[src/rtl/argb_cmyk_converter_unit_assert.svh]
// ----------------------------------------------------------------------------
// Assertion macros for argb_cmyk_converter_unit
// Shared concurrent assertion forms, clocked on clk, disabled in reset.
// ----------------------------------------------------------------------------
`ifndef ARGB_CMYK_CONVERTER_UNIT_ASSERT_SVH
`define ARGB_CMYK_CONVERTER_UNIT_ASSERT_SVH

// Same-cycle implication.
`define ACC_ASSERT_NOW(lbl, ante, cons, msg) \
	lbl: assert property (@(posedge clk) disable iff (!arst_n) (ante) |-> (cons)) \
		else $error(msg);

// Next-cycle implication.
`define ACC_ASSERT_NEXT(lbl, ante, cons, msg) \
	lbl: assert property (@(posedge clk) disable iff (!arst_n) (ante) |=> (cons)) \
		else $error(msg);

`endif

[src/rtl/acc_pkg.sv]
// ----------------------------------------------------------------------------
// acc_pkg
// Types, constants and helper functions of the ARGB/CMYK converter.
// ----------------------------------------------------------------------------
package acc_pkg;

	localparam int unsigned WORD_W = 16;
	localparam int unsigned LANES  = 3;
	localparam int unsigned NCELLS = WORD_W;

	localparam logic [WORD_W-1:0] FULL = 16'hFFFF;

	localparam logic KIND_TO_CMYK = 1'b0;
	localparam logic KIND_TO_ARGB = 1'b1;

	typedef logic [WORD_W-1:0] word_t;

	// Division state carried down the cell chain.
	typedef struct packed {
		logic [LANES-1:0][WORD_W-1:0] rem;
		logic [LANES-1:0][WORD_W-1:0] low;
		logic [LANES-1:0][WORD_W-1:0] quo;
		logic [WORD_W-1:0]            den;
	} div_t;

	// Side information that rides along with the division.
	typedef struct packed {
		logic                         kind;
		logic                         black;
		logic [WORD_W-1:0]            k;
		logic [LANES-1:0][WORD_W-1:0] ink;
	} side_t;

	// Exact floor(p / 65535) for p <= 65535 * 65535.
	function automatic word_t div_full(input logic [2*WORD_W-1:0] p);
		logic [WORD_W:0] q0;
		logic [WORD_W:0] r;
		logic [WORD_W:0] q;
		q0 = {1'b0, p[2*WORD_W-1:WORD_W]};
		r  = {1'b0, p[WORD_W-1:0]} + q0;
		if (r >= {FULL, 1'b0}) begin
			q = q0 + 17'd2;
		end else if (r >= {1'b0, FULL}) begin
			q = q0 + 17'd1;
		end else begin
			q = q0;
		end
		return q[WORD_W-1:0];
	endfunction

endpackage

[src/rtl/acc_front.sv]
// ----------------------------------------------------------------------------
// acc_front
// Multiply, scale by 1/65535, pick black and build the division operands.
// ----------------------------------------------------------------------------
module acc_front (
	input  logic           clk,
	input  logic           arst_n,
	input  logic           in_valid,
	input  logic           kind,
	input  acc_pkg::word_t word_0,
	input  acc_pkg::word_t word_1,
	input  acc_pkg::word_t word_2,
	input  acc_pkg::word_t word_3,
	output logic           in_stall,
	output logic           out_valid,
	output acc_pkg::div_t  out_div,
	output acc_pkg::side_t out_side,
	input  logic           out_stall
);

	logic v_s1, v_s2, v_s3;
	logic hold1, hold2, hold3;

	logic [acc_pkg::LANES-1:0][2*acc_pkg::WORD_W-1:0] prod_s1;
	logic           kind_s1;
	acc_pkg::word_t k_s1;

	logic [acc_pkg::LANES-1:0][acc_pkg::WORD_W-1:0] val_s2;
	logic           kind_s2;

	acc_pkg::div_t  div_s3;
	acc_pkg::side_t side_s3;

	logic [acc_pkg::LANES-1:0][2*acc_pkg::WORD_W-1:0] prod_n;
	logic [acc_pkg::LANES-1:0][acc_pkg::WORD_W-1:0]   val_n;
	acc_pkg::div_t  div_n;
	acc_pkg::side_t side_n;

	assign hold3    = v_s3 & out_stall;
	assign hold2    = v_s2 & hold3;
	assign hold1    = v_s1 & hold2;
	assign in_stall = hold1;

	// Stage 1: one 16x16 product per lane, operands chosen by kind.
	always_comb begin
		acc_pkg::word_t opb;
		acc_pkg::word_t x0;
		acc_pkg::word_t x1;
		acc_pkg::word_t x2;
		opb = (kind == acc_pkg::KIND_TO_ARGB) ? ~word_3 : word_0;
		if (kind == acc_pkg::KIND_TO_ARGB) begin
			x0 = word_0;
			x1 = word_1;
			x2 = word_2;
		end else begin
			x0 = word_1;
			x1 = word_2;
			x2 = word_3;
		end
		prod_n[0] = {{acc_pkg::WORD_W{1'b0}}, x0} * {{acc_pkg::WORD_W{1'b0}}, opb};
		prod_n[1] = {{acc_pkg::WORD_W{1'b0}}, x1} * {{acc_pkg::WORD_W{1'b0}}, opb};
		prod_n[2] = {{acc_pkg::WORD_W{1'b0}}, x2} * {{acc_pkg::WORD_W{1'b0}}, opb};
	end

	// Stage 2: scale down, add k when converting to ARGB, and invert.
	always_comb begin
		acc_pkg::word_t q;
		q = '0;
		for (int i = 0; i < acc_pkg::LANES; i++) begin
			q = acc_pkg::div_full(prod_s1[i]);
			if (kind_s1 == acc_pkg::KIND_TO_ARGB) begin
				val_n[i] = acc_pkg::FULL - (q + k_s1);
			end else begin
				val_n[i] = acc_pkg::FULL - q;
			end
		end
	end

	// Stage 3: black, divisor and numerators.
	always_comb begin
		acc_pkg::word_t kmin;
		acc_pkg::word_t d;
		logic [2*acc_pkg::WORD_W-1:0] num;
		kmin = val_s2[0];
		if (val_s2[1] < kmin) kmin = val_s2[1];
		if (val_s2[2] < kmin) kmin = val_s2[2];
		d   = '0;
		num = '0;
		div_n        = '0;
		side_n       = '0;
		side_n.kind  = kind_s2;
		div_n.den    = acc_pkg::word_t'(1);
		if (kind_s2 == acc_pkg::KIND_TO_ARGB) begin
			side_n.ink = val_s2;
		end else begin
			side_n.k     = kmin;
			side_n.black = (kmin == acc_pkg::FULL);
			if (kmin != acc_pkg::FULL) begin
				div_n.den = acc_pkg::FULL - kmin;
				for (int i = 0; i < acc_pkg::LANES; i++) begin
					d   = val_s2[i] - kmin;
					num = {d, {acc_pkg::WORD_W{1'b0}}} - {{acc_pkg::WORD_W{1'b0}}, d};
					div_n.rem[i] = num[2*acc_pkg::WORD_W-1:acc_pkg::WORD_W];
					div_n.low[i] = num[acc_pkg::WORD_W-1:0];
				end
			end
		end
	end

	always_ff @(posedge clk or negedge arst_n) begin
		if (!arst_n) begin
			v_s1 <= 1'b0;
			v_s2 <= 1'b0;
			v_s3 <= 1'b0;
		end else begin
			if (!hold1) v_s1 <= in_valid;
			if (!hold2) v_s2 <= v_s1;
			if (!hold3) v_s3 <= v_s2;
		end
	end

	always_ff @(posedge clk) begin
		if (!hold1) begin
			prod_s1 <= prod_n;
			kind_s1 <= kind;
			k_s1    <= word_3;
		end
		if (!hold2) begin
			val_s2  <= val_n;
			kind_s2 <= kind_s1;
		end
		if (!hold3) begin
			div_s3  <= div_n;
			side_s3 <= side_n;
		end
	end

	assign out_valid = v_s3;
	assign out_div   = div_s3;
	assign out_side  = side_s3;

endmodule

[config.mk]
export PLATFORM = sky130hd
export DESIGN_NAME = acc_front
export DESIGN_NICKNAME = d
export VERILOG_FILES = /design/src/rtl/argb_cmyk_converter_unit_assert.svh /design/src/rtl/acc_pkg.sv /design/src/rtl/acc_front.sv
export SDC_FILE = /design/constraint.sdc
export NUM_CORES = 2
export LEC_CHECK = 0
export BUFFER_PORTS_ARGS = -buffer_cell sky130_fd_sc_hd__buf_2
export CAP_MARGIN = 20
export CORE_MARGIN = 5
export CORE_UTILIZATION = 30
export DETAILED_ROUTE_END_ITERATION = 6
export HOLD_SLACK_MARGIN = 0.06
export PLACE_DENSITY = 0.45
export RECOVER_POWER = 100
export SLEW_MARGIN = 25
export SYNTH_ARGS = -nofsm -noshare
export SYNTH_HDL_FRONTEND = slang
export SYNTH_SLANG_ARGS = --single-unit
export TNS_END_PERCENT = 5
[constraint.sdc]
create_clock -name clk -period 12.3 [get_ports clk]
set_input_delay 0.615 -clock clk [delete_from_list [all_inputs] [get_ports clk]]
set_output_delay 0.615 -clock clk [all_outputs]
set_load 0.05 [all_outputs]
---- Yosys cells after proc, flatten, opt, wreduce, memory -nomap -nowiden ----
Index checks and enable logic that the tools add are counted.
word-level totals
  input port bits ......................... 69
  bits in registers ....................... 343
cells by class
  equal/unequal tests ..................... 2
  bitwise operators ....................... 5
  $mul .................................... 3
  reduce and logical (&&, ||, !) cells .... 1
  order comparisons ....................... 8
  add/subtract/negate cells ............... 25
  multiplexer cells ....................... 15
operators with widths
  kind                    count
  $mux 16                 15
  $sub 16x16->16 const A  7
  $mul 16x16->32          3
  $sub 32x16->32          3
  $add 16x16->17          3
  $ge 17x16->1 const B    3
  $ge 17x17->1 const B    3
  $add 16x1->16 const B   3
  $add 16x16->16          3
  $add 16x2->16 const B   3
  $sub 16x16->16          3
  $lt 16x16->1            2
  $eq 16x16->1 const B    1
  $ne 16x16->1 const B    1
  $not 16->16             1
  $and 1x1->1             3
  $reduce_or 2->1         1
  $not 1->1               1

---- Depth between registers and ports, before layout ----
  depth after elaboration ................. 7
  mapped depth ............................ 42

---- Worst setup path after synthesis ----
No wires, ideal clock.
  kind .................................... register -> register
  start ................................... reg val_s2[3] in the netlist's numbering
  end ..................................... reg div_s3 (netlist bit out_div[147]) (data pin)
  required time ........................... 12.030 ns
  arrival time ............................ 8.739 ns
  period minus slack after synthesis ...... 9.009 ns
  setup time .............................. 0.270 ns
  stages on the path, launching flop included .. 41
  path slack .............................. 3.291 ns
  path through ............................ edfxtp_1 -> clkbuf_1 -> inv_1 -> ha_1 -> nor2_1 -> or3_1 -> o21ai_2 -> a21o_1 -> buf_2 -> buf_2 -> mux2i_1 -> ha_1 -> and3_1 -> a221oi_1 -> nor2b_1 -> o31a_1 -> a211o_1 -> buf_4 -> [5 not listed] -> o211ai_1 -> o21ai_0 -> inv_1 -> ha_1 -> inv_1 -> ha_1 -> or2_2 -> mux2i_1 -> a22oi_1 -> nor3b_1 -> o21ai_0 -> or3_1 -> or2_1 -> clkbuf_1 -> or4_1 -> or3_1 -> nand2_1 -> o22ai_1
on the way
  word-level cells in the longest chain between the ends .. 7
  elaborated cells on any way between the ends .. 9
  classes of those cells .................. add/sub: 2; order compare: 2; eq/ne: 1; mux: 2; bitwise: 1; reduce/logical: 1
RTL lines
  element                                                 line              text
  from (decl)                                             acc_front.sv:28   logic [acc_pkg::LANES-1:0][acc_pkg::WORD_W-1:0] val_s2;
  from (signal assigned)                                  acc_front.sv:129  val_s2 <= val_n;
  $lt 16x16->1                                            acc_front.sv:85   if (val_s2[1] < kmin) kmin = val_s2[1];
  $mux 16 *                                               acc_front.sv:85
  $lt 16x16->1                                            acc_front.sv:86   if (val_s2[2] < kmin) kmin = val_s2[2];
  $mux 16 *                                               acc_front.sv:86
  branches (longest 3 deep; another with $sub 32x16->32)  -
  to (signal assigned)                                    acc_front.sv:133  div_s3 <= div_n;
  to (decl)                                               acc_front.sv:31   acc_pkg::div_t div_s3;
Every way passes the cells marked *.
A chain may end at the register's enable or synchronous reset.

---- Final worst setup path ----
  start ................................... reg val_s2[5] in the netlist's numbering
  end ..................................... reg div_s3 (netlist bit out_div[114]) (data pin)
on the way
  word-level cells in the longest chain between the ends .. 7
  elaborated cells on any way between the ends .. 9
  classes of those cells .................. add/sub: 2; order compare: 2; eq/ne: 1; mux: 2; bitwise: 1; reduce/logical: 1
RTL lines
  element
  branches (longest 7 deep; another with $sub 32x16->32)
Parallel ways; which one is timed is not known.

==> metrics.cfg <==
[global_routing]
grt_usage = 0.183
antenna_found_initial = 11
grt_start_max_net_pins = 139
grt_remaining_overflow = 0
grt_pass1_vias = 38300
grt_pass1_wl_mm = 237

[logic_synthesis]
yosysSeqAreaShare = 0.214
synthFlopType = edfxtp_1
ys_top_cells_by_area = fa_1 24%, edfxtp_1 21%, ha_1 12%, inv_1 6.4%, nand2_1 5.2%
synth_area_mm2 = 0.0481
post-synth-top-area-cell = fa_1
synth_top_area_share = 0.245
ys_async_sr_fraction = 0.00875
synth-warning-count = 0
syn-instance-count = 5210
ys_types = 99
synth_area_per_cell_um2 = 9.23
synth-edff-count = 340
ys_ff_latch = 343

[routing]
drt_wl_total_mm = 156
drtIter0Drc = 2328
num_vias = 37000
routedWlPerCell_um = 20.7
ant_nets = 0
drc = 0
drt_first_pass_iters = 6
via_per_inst = 4.92

[sta]
relSlewSlack = -4.02
tns_ns = 0
worst-slew-pin-transition_ns = 7.53
max_freq_mhz = 101
period_share = 0.807
final_max_slew_viol_count = 584
finalClockSkew_ns = 0.0313
final-hold-violation-count = 0
rsz0062_at_grt = false
setup-violations-final = 0
period_needed_ns = 9.93

[worst_hold_path]
hp-class = in2reg
min_from = in_valid
min_path_cells = 2
min_to = v_s1

[place]
gp_congestion = 0.857
dp_hpwl_mm = 126
port_buffers = 248

[worst_setup_path]
worstPathRequired_ns = 12.46
timing.rr.start = val_s2[5]
worstSetupStartpoint = val_s2[5]
worstSetupEndpointType = flip-flop
cp.arrival_ns = 10.08
cp_max_fo = 82
critical_path_class = reg2reg
r2r_end = out_div[114]
startpoint_type = flip-flop
r2r_setup_slack_ns = 2.37
reg2regPathDepth = 21

[floorplan]
fp-row-count = 147
core_area_mm2 = 0.160
die_width_um = 410
die_h_um = 410
pin_count = 297
dieArea_mm2 = 0.168
start_util = 0.301

[clocking]
post_cts_resized = 0
clockBufferDepth = 3
cts_buffers = 44
cts-root-buf = clkbuf_16
h-tree-depth = 2
cts_tree = done
cts_sinks = 343
cts.clk_slew.worst_paths_ns = 0.06
clkLatencyLatePin_ns = 0.62

[layout]
fin_nets = 6527
fillCellCount = 16800
layout-drive-gt1-share = 0.0543
area_growth_pct = 9.95

[run_status]
status = finished with violations
violations = max-capacitance violations, max-slew violations

[flow_run]
maxCapViolations = 10

[synth_stat cells (all sizes together) (82+ instances only)]
library cell / count
inv: 827
nand2: 665
fa: 588
nor2: 508
ha: 472
edfxtp: 340
xnor2: 170
a21oi: 163
clkbuf: 152
o21ai: 135
mux2i: 96
and2: 82
[layout make-up]
| class | instances | area (um2) | share of cell area |
|---|---|---|---|
| Inverter | 827 | 3100 | 0.0587 |
| Timing Repair Buffer | 318 | 1470 | 0.0278 |
| Clock buffer | 47 | 1110 | 0.0210 |
| Antenna cell | 1 | 2.50 | 0.0000473 |
| Clock inverter | 34 | 352 | 0.00665 |
| Sequential cell | 343 | 10300 | 0.194 |
| Tap cell | 2086 | 2610 | 0.0493 |
| Multi-Input combinational cell | 3864 | 34000 | 0.642 |
[logic make-up after synthesis]
| kind of cell | Yosys count | synth area share |
|---|---|---|
| compound gates | 668 | 0.0932 |
| other cells | 1 | 0.0000780 |
| simple gates | 1657 | 0.153 |
| xor+xnor | 250 | 0.0457 |
| fa+ha+maj | 1068 | 0.369 |
| flops | 343 | 0.214 |
| mux | 173 | 0.0389 |
| buf+inv | 1050 | 0.0861 |
[repair_timing]
item / CTS / global route
endpoints found under the setup margin: 0 / 0
setup buffers: 0 / 0
hold buffers: 1 / 0
endpoints found under the hold margin: 3 / 0
[worst max-delay path by stage]
stage                               to  slack (ns)  cells past startpoint
after CTS                 out_div[139]        2.85                     26
after floorplan           out_div[147]        3.29                     40
after detailed placement  out_div[139]        2.86                     26
final                     out_div[114]        2.37                     21
after global routing      out_div[114]        1.56                     20
after global placement    out_div[143]        2.95                     29
[sequential cells by signal, indices dropped and copies added, names as in the netlist]
signal     count
out_div      112
prod_s1       96
out_side      66
val_s2        48
k_s1          16
kind_s1        1
kind_s2        1
out_valid      1
v_s1           1
v_s2           1
[per-layer routing]
layer	vias to the layer above	routed length [um]	part of all wire	global-route usage
met3	204	8780	0.056	0.0245
met2	1012	71300	0.46	0.304
met5	-	0	0	0
met4	0	4620	0.030	0.0488
li1	17400	-	-	-
met1	18400	71200	0.46	0.252
[worst max-delay path, stage by stage, from the launching register on]
cell      delay, ns
edfxtp_1       0.53
inv_1          0.19
ha_1           0.33
nand3_1        0.07
or3_1          0.35
o21ai_0        0.41
a21o_1         0.67
mux2i_1        0.16
buf_4          0.21
ha_1           0.29
and3_1         0.16
and3_1         0.21
nand2_1        0.07
nor3_1         0.58
a211o_2        0.28
buf_4          0.54
mux2i_1        0.67
nor4_1         0.40
nand4_1        0.21
nand2b_2       0.10
clkbuf_1       2.59
nor3_1         0.37
[per-stage QoR]
stage / util / area (um2) / hold WS [ns] / setup WS [ns] / std cells
2_1_floorplan: - / 48300 / 0.319 / 3.29 / 5257
3_3_place_gp: 0.324 / 51800 / 0.413 / 2.95 / 7437
3_5_place_dp: 0.324 / 51800 / 0.414 / 2.86 / 7437
5_1_grt: 0.331 / 52900 / 0.180 / 1.56 / 7519
6_report: 0.331 / 52900 / 0.199 / 2.37 / 7520
4_1_cts: 0.333 / 53300 / 0.141 / 2.85 / 7519
[placed cells by master (no fill, tap or decap), drive strengths merged, types with 77 or more instances in the layout]
cell type | Yosys | final
inv | 827 | 836
nand2 | 665 | 665
fa | 588 | 588
nor2 | 508 | 508
ha | 472 | 472
edfxtp | 340 | 340
clkbuf | 152 | 263
xnor2 | 170 | 170
a21oi | 163 | 163
o21ai | 135 | 135
buf | 71 | 101
mux2i | 96 | 96
and2 | 82 | 82
nor3 | 81 | 81
xor2 | 80 | 80
a21o | 78 | 78
mux2 | 77 | 77
Power is left out: the tool's default activity adds up to more than one toggle a clock period on the data nets, which glitch-free logic cannot reach.
