**config.mk**
```make
export PLATFORM = sky130hd
export DESIGN_NAME = acc_div_cell
export DESIGN_NICKNAME = d
export VERILOG_FILES = /design/src/rtl/acc_pkg.sv /design/src/rtl/acc_div_cell.sv
export VERILOG_INCLUDE_DIRS = /design/src /design/src/rtl
export SDC_FILE = /design/constraint.sdc
export NUM_CORES = 1
export LEC_CHECK = 0
export ABC_AREA = 0
export BUFFER_PORTS_ARGS = -buffer_cell sky130_fd_sc_hd__buf_2
export CAP_MARGIN = 0
export CELL_PAD_IN_SITES_DETAIL_PLACEMENT = 0
export CELL_PAD_IN_SITES_GLOBAL_PLACEMENT = 1
export CORE_AREA = 2 2 176 178
export CTS_CLUSTER_DIAMETER = 50
export DETAILED_ROUTE_END_ITERATION = 8
export DIE_AREA = 0 0 178 180
export PLACE_DENSITY_LB_ADDON = 0.1
export SLEW_MARGIN = 20
export SYNTH_ARGS = -nofsm -noshare
export SYNTH_HDL_FRONTEND = slang
export SYNTH_SLANG_ARGS = --single-unit
```
**constraint.sdc**
```tcl
create_clock -name clk -period 7.11 [get_ports clk]
set_input_delay 1.422 -clock clk [delete_from_list [all_inputs] [get_ports clk]]
set_output_delay 1.422 -clock clk [all_outputs]
set_load 0.02 [all_outputs]
```
**src/rtl/argb_cmyk_converter_unit_assert.svh**
```systemverilog
// ----------------------------------------------------------------------------
// Assertion macros for argb_cmyk_converter_unit
// Shared concurrent assertion forms, clocked on clk, disabled in reset.
// ----------------------------------------------------------------------------
`ifndef ARGB_CMYK_CONVERTER_UNIT_ASSERT_SVH
`define ARGB_CMYK_CONVERTER_UNIT_ASSERT_SVH

// Same-cycle implication.
`define ACC_ASSERT_NOW(lbl, ante, cons, msg) \
	lbl: assert property (@(posedge clk) disable iff (!arst_n) (ante) |-> (cons)) \
		else $error(msg);

// Next-cycle implication.
`define ACC_ASSERT_NEXT(lbl, ante, cons, msg) \
	lbl: assert property (@(posedge clk) disable iff (!arst_n) (ante) |=> (cons)) \
		else $error(msg);

`endif

```
**src/rtl/acc_pkg.sv**
```systemverilog
// ----------------------------------------------------------------------------
// acc_pkg
// Types, constants and helper functions of the ARGB/CMYK converter.
// ----------------------------------------------------------------------------
package acc_pkg;

	localparam int unsigned WORD_W = 16;
	localparam int unsigned LANES  = 3;
	localparam int unsigned NCELLS = WORD_W;

	localparam logic [WORD_W-1:0] FULL = 16'hFFFF;

	localparam logic KIND_TO_CMYK = 1'b0;
	localparam logic KIND_TO_ARGB = 1'b1;

	typedef logic [WORD_W-1:0] word_t;

	// Division state carried down the cell chain.
	typedef struct packed {
		logic [LANES-1:0][WORD_W-1:0] rem;
		logic [LANES-1:0][WORD_W-1:0] low;
		logic [LANES-1:0][WORD_W-1:0] quo;
		logic [WORD_W-1:0]            den;
	} div_t;

	// Side information that rides along with the division.
	typedef struct packed {
		logic                         kind;
		logic                         black;
		logic [WORD_W-1:0]            k;
		logic [LANES-1:0][WORD_W-1:0] ink;
	} side_t;

	// Exact floor(p / 65535) for p <= 65535 * 65535.
	function automatic word_t div_full(input logic [2*WORD_W-1:0] p);
		logic [WORD_W:0] q0;
		logic [WORD_W:0] r;
		logic [WORD_W:0] q;
		q0 = {1'b0, p[2*WORD_W-1:WORD_W]};
		r  = {1'b0, p[WORD_W-1:0]} + q0;
		if (r >= {FULL, 1'b0}) begin
			q = q0 + 17'd2;
		end else if (r >= {1'b0, FULL}) begin
			q = q0 + 17'd1;
		end else begin
			q = q0;
		end
		return q[WORD_W-1:0];
	endfunction

endpackage

```
**src/rtl/acc_div_cell.sv**
```systemverilog
// ----------------------------------------------------------------------------
// acc_div_cell
// One restoring-division step: resolves one quotient bit for each lane.
// ----------------------------------------------------------------------------
`include "argb_cmyk_converter_unit_assert.svh"

module acc_div_cell (
	input  logic          clk,
	input  logic          arst_n,
	input  logic          in_valid,
	input  acc_pkg::div_t in_div,
	input  acc_pkg::side_t in_side,
	output logic          in_stall,
	output logic          out_valid,
	output acc_pkg::div_t out_div,
	output acc_pkg::side_t out_side,
	input  logic          out_stall
);

	logic          valid_q;
	logic          hold;
	acc_pkg::div_t div_q;
	acc_pkg::side_t side_q;
	acc_pkg::div_t div_n;

	assign hold     = valid_q & out_stall;
	assign in_stall = hold;

	always_comb begin
		logic [acc_pkg::WORD_W:0] trial;
		logic [acc_pkg::WORD_W:0] diff;
		logic                     qbit;
		div_n     = in_div;
		trial     = '0;
		diff      = '0;
		qbit      = 1'b0;
		for (int i = 0; i < acc_pkg::LANES; i++) begin
			trial = {in_div.rem[i], in_div.low[i][acc_pkg::WORD_W-1]};
			diff  = trial - {1'b0, in_div.den};
			qbit  = ~diff[acc_pkg::WORD_W];
			div_n.rem[i] = qbit ? diff[acc_pkg::WORD_W-1:0] : trial[acc_pkg::WORD_W-1:0];
			div_n.low[i] = {in_div.low[i][acc_pkg::WORD_W-2:0], 1'b0};
			div_n.quo[i] = {in_div.quo[i][acc_pkg::WORD_W-2:0], qbit};
		end
	end

	always_ff @(posedge clk or negedge arst_n) begin
		if (!arst_n) begin
			valid_q <= 1'b0;
		end else if (!hold) begin
			valid_q <= in_valid;
		end
	end

	always_ff @(posedge clk) begin
		if (!hold) begin
			div_q  <= div_n;
			side_q <= in_side;
		end
	end

	assign out_valid = valid_q;
	assign out_div   = div_q;
	assign out_side  = side_q;

	`ACC_ASSERT_NOW(a_den_nonzero, valid_q, div_q.den != '0, "zero divisor in cell")
	`ACC_ASSERT_NOW(a_rem_bound, valid_q, (div_q.rem[0] < div_q.den) && (div_q.rem[1] < div_q.den) && (div_q.rem[2] < div_q.den), "remainder not below divisor")
	`ACC_ASSERT_NEXT(a_hold_keeps, hold, valid_q && $stable(div_q) && $stable(side_q), "stalled cell changed")

endmodule

```
== Word-level counts from Yosys, hierarchy flattened ==
Index checks and enable logic that the tools add are counted.

* Word-level logic and storage cells: 27
* Bits of input ports: 230
* Flip-flop bits (word level): 224

* Bitwise logic cells: 4
* Add/sub/neg operators: 3
* Muxes and demuxes: 3

{| class="wikitable"
|+ Operators by type and width
! cell !! count
|-
| $sub A17 B16 Y17 || 3
|-
| $mux W16 || 3
|-
| $not A1 Y1 || 3
|-
| $and A1 B1 Y1 || 1
|}

== Logic depth before layout (Yosys ltp) ==
Gate-level depths: netlist of run 1.

* Depth after elaboration: 2
* Gate-level depth with buffers: 11
* Gate-level depth less buffers: 9

== Least setup slack after synthesis of run 1 ==
No wires, ideal clock.

* Path kind: input -> output
* Start point: input out_stall
* End point: output in_stall
* Stages on the path: 2
* Arrival time: 7.088 ns
* Setup slack: -1.400 ns
* Cell sequence: nand2_1 inv_1

* Cells in the longest elaborated chain, start to end: 1

{| class="wikitable"
|+ RTL lines
! element !! line !! text
|-
| start: declaration || acc_div_cell.sv:17 || <nowiki>input logic out_stall</nowiki>
|-
| $and A1 B1 Y1 || acc_div_cell.sv:26 || <nowiki>assign hold = valid_q & out_stall;</nowiki>
|-
| end: declaration || acc_div_cell.sv:13 || <nowiki>output logic in_stall,</nowiki>
|}

No other way between the ends.

==> impl_metrics.yaml, run 1 <==
clock_network:
  cts_tree: "done"
  cts.sinks: 224
  htree_levels: 1
  worstSkewPairLatency_ns: 0.57
  cts_inserted_buffers: 30
  cts_resized: 0
  clk_pin_slew_ns: 0.06
  postCtsSetupBuffers: 0
  cts_buffer_depth: 3
  root_buffer: "clkbuf_16"
  cts_hold_buf: 0
timing:
  timing.fmax_mhz: 250.6
  slew_headroom: 0.3745
  period_share: 0.5612
  drv_slew: 0
  rsz0062_at_grt: "no"
  tightest_slew_ns: 0.9383
  finalCriticalPeriod_ns: 3.990
  setup-violations-final: 0
  fin_skew_ns: 0.01821
  worst_slack_ns: 3.120
  finalHoldViolCount: 0
  fin_setup_tns_ns: 0
grt:
  grt_use_total: 0.2000
  grt_remaining_overflow: 0
  grt_max_degree: 150
  grt_pass1_wl_um: 47190
  first_global_vias: 7043
  antenna_found_initial: 15
die:
  num_rows: 64
  die_y_um: 180
  die_width_um: 178
  die_area_um2: 32040
  core_area_um2: 30190
  initial_core_util: 0.3360
  io_pins: 458
synth:
  yosysWarnings: 0
  synth_top_cell_area_share: 0.6603
  avgSynthCellArea_um2: 15.34
  async_flop_share: 0.004464
  ys_ff_latch: 224
  synth-seq-area-share: 0.6627
  netlist_area_um2: 10140
  yosys-top-cells-area: "edfxtp_1 (66%), ha_1 (5.9%), mux2_4 (2.7%)"
  yosysUniqueCellTypes: 74
  synth_ff_type: "edfxtp_1"
  synth_edf_count: 223
  synth_area_leader_cell: "edfxtp_1"
  syn_inst: 661
critical_path:
  cp.required_ns: 7.41
  path_class: "input port to flop"
  cp_slowest_stage_delay_ns: 0.66
  worstSetupEndpointType: "flop"
  crit_chain: "buf_2 -> ha_1 -> fa_1 -> and2b_1 -> o31a_4 -> o21ai_4 -> o41ai_4 -> xor2_4 -> mux2_2"
  slowest_stage: "xor2_4"
  worstPathMaxFanout: 17
  cp.arrival_ns: 4.29
  cp-start-kind: "input port"
place:
  port_buffers: 451
  place_congestion: 0.8435
  dp_hpwl_um: 26210
  place_ws_ns: 2.463
final_layout:
  final_common_cell: "buf_2"
  layout.nets: 1411
  fillers: 2876
  final_cell_mix: "buf_2 (451), edfxtp_1 (223), ha_1 (48)"
  area_growth_pct: 36.54
  drive_gt1_frac: 0.4922
worst_hold_path:
  hp-class: "input port to asynchronous set/reset pin"
detailed_routing:
  drt-initial-drc-count: 419
  wl_per_cell_um: 21.60
  vias_per_cell: 4.736
  drtPass1Iterations: 4
  vias: 7345
  drcViolationCount: 0
  wl_um: 33500
  antenna_left: 0
power_and_ir_drop:
  leakage_nw: 6.093
  max-vdd-ir-drop_mv: 0.1744
  powerDensity_nw_per_um2: 289.7
job:
  max_cap_viol_count: 0
outcome:
  status: "finished, final reports clean"
critical path, delay by kind of cell:
family	cells	cell delay [ns]
AOI/OAI and AO/OA	3	0.72
adders and majority gates	2	0.65
buffers and inverters	1	0.16
muxes	1	0.41
xor gates and xnor gates	1	0.66
and+or+nand+nor	1	0.26
per-stage QoR:
stage	power [mW]	hold WS (ns)	util	instance area [um2]	instances
after floorplan	2.188	1.126	-	10150	663
after global placement	2.462	1.153	0.4238	12790	1494
after detailed placement	2.462	1.154	0.4238	12790	1494
after CTS	4.061	0.5974	0.4586	13850	1550
after global routing	4.173	0.6117	0.4587	13850	1551
final	4.011	0.6335	0.4587	13850	1551
routing by layer:
layer  vias up  global-route usage  wire, um
li1       3501                   -         -
met2       282              0.3408     16330
met5         -                   0       146
met3        56             0.06324      3036
met1      3484              0.2460     13380
met4        22             0.04689       606
synthesized netlist by cell type (5+ instances only):
cell	n
a21oi_1	33
edfxtp_1	223
o211ai_1	5
xnor2_1	21
buf_6	6
mux2_2	21
nand3_1	8
nand2_1	29
buf_2	5
xor2_1	10
o21ai_0	20
mux2_4	18
ha_1	48
a21o_1	11
mux2i_1	7
nor3_1	8
o21bai_1	7
o21a_1	12
nor2_1	36
a31oi_1	6
inv_1	30
nand4_1	8
report_power, final:
group          switching, mW  internal (mW)
Combinational          0.485          0.304
Clock                  0.614          0.968
Sequential            0.0291           1.61
Total                   1.13           2.88
flip-flops by register name, summed over array words and instances, names as in the netlist:
register	cells
out_side	66
out_valid	1
out_div	157
cell type report:
| cell class | instances | area, um2 | area share |
|---|---|---|---|
| flip-flops and latches | 224 | 6721 | 0.4854 |
| multi-input cells | 391 | 3181 | 0.2297 |
| repair buffers | 453 | 2285 | 0.1650 |
| clock buffers | 33 | 762.0 | 0.05502 |
| well taps | 396 | 495.5 | 0.03578 |
| clock inverters | 23 | 289.0 | 0.02087 |
| inverters | 30 | 112.6 | 0.008132 |
| diodes | 1 | 2.502 | 0.0001807 |
cell families after synthesis:
logic type / Yosys count / synth area share
flops: 224 / 0.6627
compound gates: 141 / 0.1010
simple gates: 117 / 0.05675
fa+ha+maj: 51 / 0.06514
buf+inv: 48 / 0.02603
mux: 46 / 0.05687
xor+xnor: 33 / 0.03109
other cells: 1 / 0.0003697
worst paths after layout:
kind / to / depth (start not counted) / start / slack [ns]
max: out_div[132] / 9 / in_div[0] / 3.12
min: out_valid / 1 / arst_n / 0.63
max reg2reg: out_div[17] / 2 / out_valid / 5.05
min reg2reg: out_div[32] / 1 / out_valid / 1.12
max in group asynchronous: out_valid / 1 / arst_n / 6.39
min in group clk: out_div[65] / 1 / in_div[64] / 1.02
No activity file was read; power rests on OpenSTA's default activity.
==> run 2: changes to the inputs <==
--- a/config.mk
+++ b/config.mk
@@ -11,10 +11,10 @@
 export CAP_MARGIN = 0
 export CELL_PAD_IN_SITES_DETAIL_PLACEMENT = 0
 export CELL_PAD_IN_SITES_GLOBAL_PLACEMENT = 1
-export CORE_AREA = 2 2 176 178
+export CORE_AREA = 2 2 179 181
 export CTS_CLUSTER_DIAMETER = 50
 export DETAILED_ROUTE_END_ITERATION = 8
-export DIE_AREA = 0 0 178 180
+export DIE_AREA = 0 0 181 183
 export PLACE_DENSITY_LB_ADDON = 0.1
 export SLEW_MARGIN = 20
 export SYNTH_ARGS = -nofsm -noshare
==> constraint.sdc (replaced) <==
create_clock -name clk -period 4.2 [get_ports clk]
set_input_delay 0.84 -clock clk [delete_from_list [all_inputs] [get_ports clk]]
set_output_delay 0.84 -clock clk [all_outputs]
set_load 0.02 [all_outputs]
==> run 2 against run 1 <==
  * Worst hold slack lost 0.56 ns
  * First-iteration DRC count up 14%
  * Global-route usage down 0.75 points
  * Sequential power increased by 70%
  * Highest routed layer unchanged
  * Total power is 64% higher
==> impl_metrics.yaml, run 2 (same netlist as run 1, synthesis figures left out) <==
outcome:
  status: "finished, final reports clean"
timing:
  finalHoldViolCount: 0
  finalCriticalPeriod_ns: 3.340
  period_share: 0.7953
  hold_ws_ns: 0.07590
  fin_skew_ns: 0.01611
  fin_setup_tns_ns: 0
  drv_slew: 0
  setup-violations-final: 0
  rsz0062_at_grt: "no"
  slew_headroom: 0.4495
  tightest_slew_ns: 0.8218
  timing.fmax_mhz: 299.4
detailed_routing:
  wl_um: 33670
  antenna_left: 0
  vias_per_cell: 4.707
  vias: 7381
  wl_per_cell_um: 21.47
  drt-initial-drc-count: 476
  drcViolationCount: 0
  drtPass1Iterations: 5
critical_path:
  r2r_cells: 2
  slowest_stage: "xnor2_2"
  path_class: "input port to flop"
  cp.required_ns: 4.49
  cp_slowest_stage_delay_ns: 0.66
  worstSetupEndpointType: "flop"
  reg2reg_to: "out_div[155]"
  worstPathMaxFanout: 13
  cp-start-kind: "input port"
  crit_path_start: "in_div[0]"
  r2r_slack_ns: 2.26
  crit_chain: "buf_2 -> ha_1 -> fa_1 -> nor2b_4 -> o31ai_1 -> a21oi_1 -> a221oi_2 -> xnor2_2 -> buf_4 -> mux2_4"
  cp.arrival_ns: 3.63
  reg2reg_from: "out_valid"
place:
  port_buffers: 451
  place_inst: 1511
  place_area_um2: 12880
  place_congestion: 0.8658
  dp_hpwl_um: 26820
final_layout:
  drive_gt1_frac: 0.4936
  postLayoutCellArea_um2: 13850
  final_common_cell: "buf_2"
  final_cell_mix: "buf_2 (451), edfxtp_1 (223), ha_1 (48)"
  area_growth_pct: 36.58
  fillers: 3025
  final_cells: 1568
  layout.nets: 1423
  largest_reg_flops: 157
die:
  io_pins: 458
  die_area_um2: 33120
  die_width_um: 181
  die_y_um: 183
  initial_core_util: 0.3248
  num_rows: 65
  core_area_um2: 31230
clock_network:
  cts_resized: 0
  cts.sinks: 224
  worstSkewPairLatency_ns: 0.54
  postCtsSetupBuffers: 0
  clk_pin_slew_ns: 0.06
  cts_tree: "done"
  cts_hold_buf: 0
  cts_inserted_buffers: 31
  htree_levels: 1
  cts_buffer_depth: 3
  root_buffer: "clkbuf_16"
grt:
  grt_remaining_overflow: 0
  first_global_vias: 7211
  grt_pass1_wl_um: 47510
  grt_use_total: 0.1925
  antenna_found_initial: 6
  grt_max_degree: 132
power_and_ir_drop:
  powerDensity_nw_per_um2: 475.0
  leakage_nw: 6.090
  power.total_mw: 6.579
  max-vdd-ir-drop_mv: 0.2848
worst_hold_path:
  hp-class: "input port to asynchronous set/reset pin"
job:
  max_cap_viol_count: 0
-- run 2: final cells by class --
| class | instances | area, um2 | area share |
|---|---|---|---|
| clock buffer | 36 | 794.5 | 0.05736 |
| timing repair buffer | 464 | 2367 | 0.1709 |
| multi-input combinational | 391 | 3181 | 0.2296 |
| clock inverter | 20 | 170.2 | 0.01228 |
| inverter | 30 | 112.6 | 0.008129 |
| antenna | 1 | 2.502 | 0.0001807 |
| tap | 402 | 503.0 | 0.03631 |
| sequential | 224 | 6721 | 0.4852 |
-- run 2: how the worst max path moves through the flow --
stage          depth (start not counted)  slack, ns            to
6_report                              10       0.86  out_div[125]
5_1_grt                               10       0.66  out_div[125]
4_1_cts                               10       0.84  out_div[125]
3_5_place_dp                          10       0.26  out_div[126]
3_3_place_gp                          10       0.30  out_div[126]
2_1_floorplan                          2       0.59      in_stall
-- run 2: critical path: cells and delay by family --
| kind | cells | cell delay [ns] |
|---|---|---|
| fa+ha+maj | 2 | 0.69 |
| buf+inv | 2 | 0.45 |
| simple gates | 1 | 0.15 |
| mux | 1 | 0.30 |
| xor+xnor | 1 | 0.66 |
| compound gates | 3 | 0.53 |
-- run 2: per-layer routing --
metal | track usage | wire (um) | vias up
met2 | 0.3334 | 16690 | 261
li1 | - | - | 3525
met4 | 0.03740 | 477 | 4
met3 | 0.04627 | 2288 | 39
met5 | 0 | 36 | -
met1 | 0.2474 | 14170 | 3552
-- run 2: report_power, final --
group	switching, mW	internal, mW	total, mW	leakage (nW)
clock network	1.01	1.43	2.44	0.458
logic	0.828	0.528	1.36	3.38
registers	0.0513	2.73	2.78	2.25
total	1.89	4.69	6.58	6.09
-- run 2: per-stage QoR --
stage,util,worst slack (ns)
floorplan,-,0.5917
global placement,0.4126,0.3048
detailed placement,0.4126,0.2572
CTS,0.4435,0.8370
global route,0.4435,0.6615
finish,0.4436,0.8599
